File: src/hw/rtl/nles_pkg.sv
`default_nettype none

package nles_pkg;

  localparam int unsigned CoordW    = 16;
  localparam int unsigned GridW     = 16;
  localparam int unsigned DistW     = 34;
  localparam int unsigned DimsW     = 3;
  localparam int unsigned FieldDims = 4;
  localparam int unsigned EntryOutW = 10;

  typedef enum logic [1:0] {
    CMD_CLEAR = 2'd0,
    CMD_LOAD  = 2'd1,
    CMD_QUERY = 2'd2,
    CMD_NONE  = 2'd3
  } cmd_e;

  typedef enum logic [1:0] {
    STATUS_OK    = 2'd0,
    STATUS_FULL  = 2'd1,
    STATUS_EMPTY = 2'd2
  } status_e;

  typedef enum logic [1:0] {
    ST_IDLE  = 2'd0,
    ST_SCAN  = 2'd1,
    ST_DRAIN = 2'd2,
    ST_FETCH = 2'd3
  } state_e;

  // one scan beat travelling down the cell row
  typedef struct packed {
    logic valid;
    logic last;
  } beat_t;

endpackage

`default_nettype wire

File: src/hw/rtl/nles_min.sv
`default_nettype none

module nles_min #(
  parameter int unsigned AW = 10
) (
  input  wire logic                         clk_i,
  input  wire logic                         rst_ni,
  input  wire logic                         clear_i,
  input  wire nles_pkg::beat_t              beat_i,
  input  wire logic [AW-1:0]                idx_i,
  input  wire logic [nles_pkg::DistW-1:0]   sum_i,
  output logic [AW-1:0]                     best_idx_o,
  output logic [nles_pkg::DistW-1:0]        best_sum_o,
  output logic                              done_o
);

  logic                         have_q;
  logic                         done_q;
  logic [AW-1:0]                best_idx_q;
  logic [nles_pkg::DistW-1:0]   best_sum_q;
  logic                         take;

  // strict compare keeps the earliest entry on a tie
  assign take = beat_i.valid && (!have_q || (sum_i < best_sum_q));

  always_ff @(posedge clk_i or negedge rst_ni) begin
    if (!rst_ni) begin
      have_q <= 1'b0;
      done_q <= 1'b0;
    end else begin
      if (clear_i) begin
        have_q <= 1'b0;
      end else if (beat_i.valid) begin
        have_q <= 1'b1;
      end
      done_q <= beat_i.valid && beat_i.last;
    end
  end

  always_ff @(posedge clk_i) begin
    if (take) begin
      best_idx_q <= idx_i;
      best_sum_q <= sum_i;
    end
  end

  assign best_idx_o = best_idx_q;
  assign best_sum_o = best_sum_q;
  assign done_o     = done_q;

endmodule

`default_nettype wire
File: config.mk
export PLATFORM = sky130hd
export DESIGN_NAME = nles_min
export DESIGN_NICKNAME = d
export VERILOG_FILES = /design/src/hw/rtl/nles_pkg.sv /design/src/hw/rtl/nles_min.sv
export SDC_FILE = /design/constraint.sdc
export NUM_CORES = 1
export LEC_CHECK = 0
export BUFFER_PORTS_ARGS = -buffer_cell sky130_fd_sc_hd__buf_4
export CORE_UTILIZATION = 45
export DETAILED_ROUTE_END_ITERATION = 8
export GPL_ROUTABILITY_DRIVEN = 0
export GPL_TIMING_DRIVEN = 0
export PLACE_DENSITY_LB_ADDON = 0.2
export SLEW_MARGIN = 20
export SYNTH_ARGS = -nofsm -noshare
export SYNTH_HDL_FRONTEND = slang
export SYNTH_SLANG_ARGS = --single-unit
File: constraint.sdc
create_clock -name clk_i -period 5.5 [get_ports clk_i]
set_input_delay 0.275 -clock clk_i [delete_from_list [all_inputs] [get_ports clk_i]]
set_output_delay 0.275 -clock clk_i [all_outputs]
set_load 0.03 [all_outputs]
==> results.toml, run 1 <==
[clock_tree]
cts_sinks = 46
root_buffer = "clkbuf_8"
htreeDepth = 2
clk_path_buf_depth = 2
clock_latency_ns = 0.30
cts.clk_slew.worst_paths_ns = 0.08
cts_tree = "done"
cts_buffers = 5

[floorplanning]
die_h_um = 72.1
start_util_pct = 46.8
core_area_mm2 = 0.00472
rows = 25
die_w_um = 72.1
pin_count = 94
dieArea_mm2 = 0.00520

[grt]
grt_start_max_net_pins = 19
grtUsageTotal_pct = 17.7
grt_first_pass_wirelength_mm = 6.94
grt_pass1_vias = 1507
antenna_found_initial = 0
grt-ovfl-total = 0

[sta]
max_freq_mhz = 362
fin_setup_tns_ns = 0
fin_crit_ns = 2.76
relSlewSlack_pct = 57.1
rsz0062_at_grt = "false"
finalSetupViolations = 0
tightest_slew_ns = 0.638
slew_viol_final = 0
final.period_utilization_pct = 50.2
fin_hold_ws_ns = 0.120
final.setup.worst_slack_ns = 2.74
skew_ns = 0.0129
hold_viol = 0

[critical_path]
crit_start = "best_sum_o[9]"
crit_path_start_kind = "flop"
timing.rr.start = "best_sum_o[9]"
worstSetupPathType = "flop to flop"
crit_arrival_ns = 2.77
crit_chain = "inv_1 > ha_1 > a21oi_1 > o21ai_0 > a221oi_1 > o221ai_1 > a31oi_4 > buf_16 > buf_16"
cp-end-kind = "flop"
slowest_stage = "a31oi_4"
critical-path-top-delay-family = "compound AO/OA/AOI/OAI gates"
crit_buf_inv = 3
cp.required_ns = 5.51
worst_path_most_repeated_cell = "buf_16"
max_stage_delay_ns = 0.57
crit_path_max_fanout = 18

[placed_design]
placed_cells = 330
port-buffer-count = 93
hpwl_mm = 3.45
dp_slack_ns = 2.75

[pwr]
power_density_mw_per_mm2 = 279
irDropWorstVdd_mv = 0.153
p_leak_nw = 1.50

[routing]
wirelength_met1_mm = 1.92
dr.first_iter.drc_count = 54
top_layer_used = "met4"
post_drt_wl_per_cell_um = 12.8
via_count = 1617
drtAntennaViolNets = 0
wl_met3_um = 310
firstDrtPassIters = 4
avgViaCountPerCell = 4.77
drc = 0
wl_met2_mm = 2.08
wirelength_mm = 4.35

[synthesis]
syn-cell-area_mm2 = 0.00221
syn-mean-instance-area_um2 = 13.2
synth.ff_latch_count = 46
yosysWarnings = 0
yosysSeqAreaShare_pct = 62.0
synth_cell_types = 23
syn_inst = 168
syn_nets = 250

[hold_path]
holdCritStartpoint = "clear_i"
hp-class = "input port to flop"

[cells_and_area]
fillers = 376
layoutNonFillerInstCount = 339
syn2layout_area_growth_pct = 42.6
n_antenna_cell = 0
layout.nets = 353
drive_gt1_share_pct = 37.9

[status]
outcome = "complete, no violations"

[flow_run]
maxCapViolations = 0
==> cell usage after synthesis (all sizes together) <==
cell    number  area share [%]
nor2         5            0.85
o211ai       2            0.68
nand2        9             1.5
dfrtp        2             2.3
or4          1            0.34
edfxtp      44              60
nor4         1            0.28
a211oi       2            0.68
ha          33              19
and4         1            0.45
nand4        4             1.1
o21ai        5             1.1
and2         1            0.28
inv         34             5.8
nand3        2            0.45
o21a         1            0.34
nor3b        1            0.34
a21oi       15             3.4
nor2b        1            0.28
a221oi       1            0.40
a22oi        1            0.34
a31oi        1            0.28
o221ai       1            0.40
==> path summary, 6_finish.rpt <==
kind,end,slack (ns),depth (start not counted)
min in group asynchronous,have_q,0.31,2
min reg2reg,have_q,0.58,2
max reg2reg,best_sum_o[1],2.74,9
max,best_sum_o[1],2.74,9
max in group asynchronous,done_o,5.10,2
min,have_q,0.12,2
==> timing repair <==
| action | in CTS | in global routing |
|---|---|---|
| endpoints found under the hold margin | 2 | 0 |
| gates resized for setup | 0 | 0 |
| hold buffers | 1 | 0 |
| setup buffers | 0 | 0 |
==> cell families (layout without fill, tap and decap cells) <==
family	Yosys count	after routing	synth area share, %
fa+ha+maj	33	33	18.7
buf+inv	34	138	5.77
simple gates	26	26	5.94
flops	46	46	62.0
compound gates	29	29	7.64
==> stage by stage <==
step / util, % / power [W] / area [um2]
finish: 66.8 / 0.000879 / 3160
global route: 66.8 / 0.000924 / 3160
CTS: 66.8 / 0.000887 / 3160
detailed placement: 64.9 / 0.000691 / 3060
global placement: 63.4 / 0.000677 / 2990
floorplan: - / 0.000583 / 2210
==> cell usage in the layout, fill, tap and decap left out, drive strengths merged <==
master,count
a31oi,1
or4,1
dlygate4sd3,1
nor2b,1
dfrtp,2
nor2,5
clkinv,2
a211oi,2
o21ai,5
a221oi,1
and2,1
clkbuf,6
o211ai,2
buf,95
nand2,9
a22oi,1
o221ai,1
inv,34
nand3,2
a21oi,15
nand4,4
edfxtp,44
ha,33
nor4,1
nor3b,1
and4,1
o21a,1
==> per-layer routing <==
metal	GRT usage, %	up-vias
li1	-	816
met1	22.4	733
met2	29.5	64
met3	5.83	4
met4	4.58	0
met5	0	-
==> power breakdown <==
part | switching (W) | internal [W] | total [W] | leakage [nW]
Sequential | 0.0000143 | 0.000425 | 0.000439 | 0.458
Combinational | 0.000140 | 0.000103 | 0.000242 | 1.00
Clock | 0.000110 | 0.0000876 | 0.000198 | 0.0426
Total | 0.000264 | 0.000615 | 0.000879 | 1.50
==> sequential cells by signal, summed over array words and instances (netlist names) <==
| register | cells |
|---|---|
| done_o | 1 |
| have_q | 1 |
| best_idx_o | 10 |
| best_sum_o | 34 |
==> final cells by class <==
cell class                 instances  area (um2)  share of cell area (%)
multi-input combinational         88         728                    23.1
sequential                        46        1370                    43.5
clock buffer                       6        72.6                    2.30
tap                               67        83.8                    2.66
timing repair buffer              96         763                    24.2
inverter                          34         128                    4.04
clock inverter                     2        8.76                   0.278
No activity file was read; power rests on OpenSTA's default activity.
==> run 2, diff against run 1 <==
==> constraint.sdc (replaced) <==
create_clock -name clk_i -period 2.89 [get_ports clk_i]
set_input_delay 0.1445 -clock clk_i [delete_from_list [all_inputs] [get_ports clk_i]]
set_output_delay 0.1445 -clock clk_i [all_outputs]
set_load 0.03 [all_outputs]
==> run 2 against run 1 <==
Against the previous run:
- setup slack got worse by 2.4 ns
- count of clock-buffer cells in the layout unchanged
- critical endpoint is now best_sum_o[4]
- core utilization is 0.66 points higher
- register-to-register slack got worse by 2.4 ns
- maximum frequency rose by 8.1%
- clock skew shrank 0.0069 ns
- worst hold slack lost 0.10 ns
- sequential power is 91% higher
- die area is the same
- via count down 0.49%
==> results.toml, run 2 (synthesized netlist as in run 1, its figures left out) <==
[cells_and_area]
final_common_cell = "buf_4"
final_cell_area_mm2 = 0.00319
n_antenna_cell = 0
final_util_pct = 67.5
largest_reg_flops = 34
drive_gt1_share_pct = 38.6
final_cell_mix = "buf_4 (96), edfxtp_1 (44), inv_1 (34)"
layout.nets = 358
syn2layout_area_growth_pct = 44.1

[pwr]
internal_power_w = 0.00118
irDropWorstVdd_mv = 0.348
pwr-share-clk_pct = 22.5
power_w = 0.00168
switching_share_pct = 30.1
p_sw_w = 0.000506
share_comb_of_total_power_pct = 27.7
pwr-share-seq_pct = 49.7
p_leak_nw = 1.52
power_density_mw_per_mm2 = 528

[routing]
wirelength_mm = 4.45
avgViaCountPerCell = 4.68
drc = 0
firstDrtPassIters = 4
post_drt_wl_per_cell_um = 12.9
drtAntennaViolNets = 0
via_count = 1609
dr.first_iter.drc_count = 45

[clock_tree]
cts_tree = "done"
cts_buffers = 5
root_buffer = "clkbuf_8"
cts_sinks = 46
cts_resized = 0
cts.clk_slew.worst_paths_ns = 0.08
htreeDepth = 2
clk_path_buf_depth = 2
clock_latency_ns = 0.29

[placed_design]
hpwl_mm = 3.51
port-buffer-count = 93
place_area_mm2 = 0.00305

[grt]
grt_start_max_net_pins = 21
grtUsageTotal_pct = 18.1
antenna_found_initial = 0
grt-ovfl-total = 0
grt_pass1_vias = 1602
grt_first_pass_wirelength_mm = 7.13

[critical_path]
cp-end-kind = "flop"
cp.required_ns = 2.94
crit_path_max_fanout = 20
crit_path_start_kind = "flop"
crit_arrival_ns = 2.61
worstSetupPathType = "flop to flop"

[sta]
slew_viol_final = 0
final.period_utilization_pct = 88.5
max_freq_mhz = 391
rsz0062_at_grt = "false"
relSlewSlack_pct = 59.8
hold_viol = 0
fin_hold_ws_ns = 0.0193
tightest_slew_ns = 0.597
skew_ns = 0.00599
finalSetupViolations = 0
fin_crit_ns = 2.56

[floorplanning]
core_area_mm2 = 0.00472
start_util_pct = 46.8
die_w_um = 72.1
rows = 25
pin_count = 94
dieArea_mm2 = 0.00520
die_h_um = 72.1

[status]
outcome = "complete, no violations"

[hold_path]
hp-class = "input port to flop"

[flow_run]
maxCapViolations = 0
## run 2: cell count changes in the layout (fill, tap and decap cells not counted), sizes merged
cell | before | now
buf | 95 | 98
dlygate4sd3 | 1 | 3
## run 2: cell type report
class	instances	area [um2]
multi-input combinational	88	728
timing repair buffer	101	793
fill	379	1540
clock buffer	6	72.6
sequential	46	1370
clock inverter	2	10.0
tap	67	83.8
inverter	34	128
## run 2: power groups by stage
stage | registers, W | logic [W] | clock network (W)
finish | 0.000837 | 0.000467 | 0.000379
global route | 0.000845 | 0.000511 | 0.000413
CTS | 0.000838 | 0.000463 | 0.000394
detailed placement | 0.000853 | 0.000458 | 0
global placement | 0.000852 | 0.000434 | 0
floorplan | 0.000972 | 0.000137 | 0
## run 2: per-stage QoR
| step | setup slack, ns | TNS [ns] | std cells |
|---|---|---|---|
| floorplan | 0.0438 | 0 | 168 |
| global placement | -0.192 | -8.39 | 328 |
| detailed placement | 0.192 | 0 | 330 |
| CTS | 0.142 | 0 | 340 |
| global route | 0.0452 | 0 | 344 |
| finish | 0.333 | 0 | 344 |
## run 2: per-layer routing
layer	GRT usage (%)	routed length, um
met1	21.1	1890
met2	32.1	2280
met3	4.03	214
met4	7.41	53
met5	0	0
## run 2: repair_timing
action / in CTS / in global routing
hold endpoints to repair: 3 / 1
setup endpoints to repair: 0 / 20
hold buffers: 2 / 1
setup buffers: 0 / 3
## run 2: worst paths after layout
check,slack [ns],cells after the start,endpoint,start
worst min-delay path,0.02,1,best_idx_o[2],idx_i[2]
max in group asynchronous,2.64,2,done_o,rst_ni
worst max register to register,0.33,9,best_sum_o[4],best_sum_o[33]
worst max-delay path,0.33,9,best_sum_o[4],best_sum_o[33]
worst min register to register,0.56,2,have_q,have_q
min in group asynchronous,0.16,2,have_q,rst_ni
## run 2: worst max-delay path: stages, from the launching register on
cell and delay (ns):
edfxtp_1 0.35, inv_1 0.05, ha_1 0.31, nand4_1 0.16, nor4_1 0.59, a21oi_1 0.14, a21oi_1 0.26, a31oi_4 0.07
buf_8 0.21, buf_16 0.16
==> run 3, diff against run 2 <==
--- a/config.mk
+++ b/config.mk
@@ -11,7 +11,6 @@
 export GPL_ROUTABILITY_DRIVEN = 0
 export GPL_TIMING_DRIVEN = 0
 export PLACE_DENSITY_LB_ADDON = 0.2
-export SLEW_MARGIN = 20
 export SYNTH_ARGS = -nofsm -noshare
 export SYNTH_HDL_FRONTEND = slang
 export SYNTH_SLANG_ARGS = --single-unit
==> constraint.sdc (replaced) <==
create_clock -name clk_i -period 3.21 [get_ports clk_i]
set_input_delay 0.1605 -clock clk_i [delete_from_list [all_inputs] [get_ports clk_i]]
set_output_delay 0.1605 -clock clk_i [all_outputs]
set_load 0.03 [all_outputs]
==> run 3 against run 2 <==
Against the previous run:
- sequential cell count unchanged
- combinational power down 13%
- core utilization down 1.0 points
- die area unchanged
- routed wire length down 1.6%
- global-route usage up 0.14 points
- first-iteration DRC count up 44%
- clock power down 11%
- sequential share of layout area up 0.65 points
- final cell count down 1.5%
- largest cell class unchanged
- largest power group unchanged
- highest routed layer unchanged
==> results.toml, run 3 (synthesized netlist as in run 1, its figures left out) <==
[status]
outcome = "complete, no violations"

[clock_tree]
cts_buffers = 5
clock_latency_ns = 0.29
root_buffer = "clkbuf_8"
cts_resized = 0
htreeDepth = 2
cts_tree = "done"
cts.clk_slew.worst_paths_ns = 0.08
cts_setup_buffers = 0
clk_path_buf_depth = 2
cts_sinks = 46

[pwr]
irDropWorstVdd_mv = 0.306
p_leak_nw = 1.50
power_density_mw_per_mm2 = 477

[sta]
finalSetupViolations = 0
hold_viol = 0
skew_ns = 0.00604
max_freq_mhz = 345
final.period_utilization_pct = 90.3
fin_setup_tns_ns = 0
tightest_slew_ns = 0.933
fin_hold_ws_ns = 0.0381
final.setup.worst_slack_ns = 0.313
fin_crit_ns = 2.90
rsz0062_at_grt = "false"
slew_viol_final = 0
relSlewSlack_pct = 37.8

[cells_and_area]
n_antenna_cell = 0
final_cell_mix = "buf_4 (93), edfxtp_1 (44), inv_1 (34)"
layout.nets = 353
largest_reg_flops = 34
drive_gt1_share_pct = 37.9
final_common_cell = "buf_4"
final_cell_area_mm2 = 0.00314
multi_input_area_um2 = 728
final_util_pct = 66.5
syn2layout_area_growth_pct = 41.9
fillers = 376
regArea_mm2 = 0.00137

[routing]
firstDrtPassIters = 4
post_drt_wl_per_cell_um = 12.9
wl_met3_um = 210
wirelength_met1_mm = 1.84
drc = 0
drtAntennaViolNets = 0
avgViaCountPerCell = 4.72
dr.first_iter.drc_count = 65
top_layer_used = "met4"
via_count = 1601
wl_met2_mm = 2.28
wirelength_mm = 4.37

[critical_path]
cp.required_ns = 3.21
r2r_slack_ns = 0.31
slowest_stage = "a31oi_4"
max_stage_delay_ns = 0.82
crit_arrival_ns = 2.90
crit_buf_inv = 2
crit_path_max_fanout = 25
crit_path_start_kind = "flop"
cp-end-kind = "flop"
worstSetupPathType = "flop to flop"
crit_chain = "inv_1 > ha_1 > a21oi_1 > o21ai_0 > a221oi_1 > o221ai_1 > a31oi_4 > buf_16"
critical-path-top-delay-family = "compound AO/OA/AOI/OAI gates"

[grt]
grt_start_max_net_pins = 26
grt_pass1_vias = 1658
antenna_found_initial = 0
grtUsageTotal_pct = 18.2
grt-ovfl-total = 0
grt_first_pass_wirelength_mm = 7.21

[floorplanning]
rows = 25
start_util_pct = 46.8
core_area_mm2 = 0.00472
dieArea_mm2 = 0.00520
pin_count = 94
die_w_um = 72.1
die_h_um = 72.1

[placed_design]
port-buffer-count = 93
place_area_mm2 = 0.00304
hpwl_mm = 3.49
dp_slack_ns = 0.357

[hold_path]
hp-class = "input port to flop"

[flow_run]
maxCapViolations = 0
run 3: path summary, 6_finish.rpt:
path,from,to,depth (start not counted)
hold reg to reg,have_q,have_q,2
setup reg to reg,best_sum_o[9],best_sum_o[4],8
setup / recovery,best_sum_o[9],best_sum_o[4],8
max in group asynchronous,rst_ni,done_o,2
hold / removal,idx_i[2],best_idx_o[2],1
min in group asynchronous,rst_ni,have_q,2
run 3: routing by layer:
| metal | vias to the layer above | global-route usage, % |
|---|---|---|
| met1 | 736 | 20.8 |
| met3 | 6 | 4.17 |
| met5 | - | 0 |
| met4 | 0 | 7.84 |
| met2 | 48 | 32.6 |
| li1 | 811 | - |
run 3: power breakdown:
part / leakage, nW / internal, W / total, W / switching, W
clock: 0.0450 / 0.000151 / 0.000337 / 0.000186
combinational: 0.994 / 0.000169 / 0.000407 / 0.000238
sequential: 0.458 / 0.000729 / 0.000754 / 0.0000250
total: 1.50 / 0.00105 / 0.00150 / 0.000449
run 3: timing repair:
item                                    in CTS  in global routing
endpoints found under the setup margin       0                  0
hold buffers                                 2                  0
hold endpoints to repair                     3                  0
run 3: final cells by class:
cell class | instances | area share, %
flip-flops and latches | 46 | 43.7
multi-input cells | 88 | 23.2
repair buffers | 96 | 23.8
clock inverters | 2 | 0.319
inverters | 34 | 4.07
well taps | 67 | 2.67
clock buffers | 6 | 2.31
run 3: per-stage QoR:
step	std cells	power (W)
2_1_floorplan	168	0.000998
3_3_place_gp	328	0.00116
3_5_place_dp	329	0.00118
4_1_cts	339	0.00152
5_1_grt	339	0.00158
6_report	339	0.00150
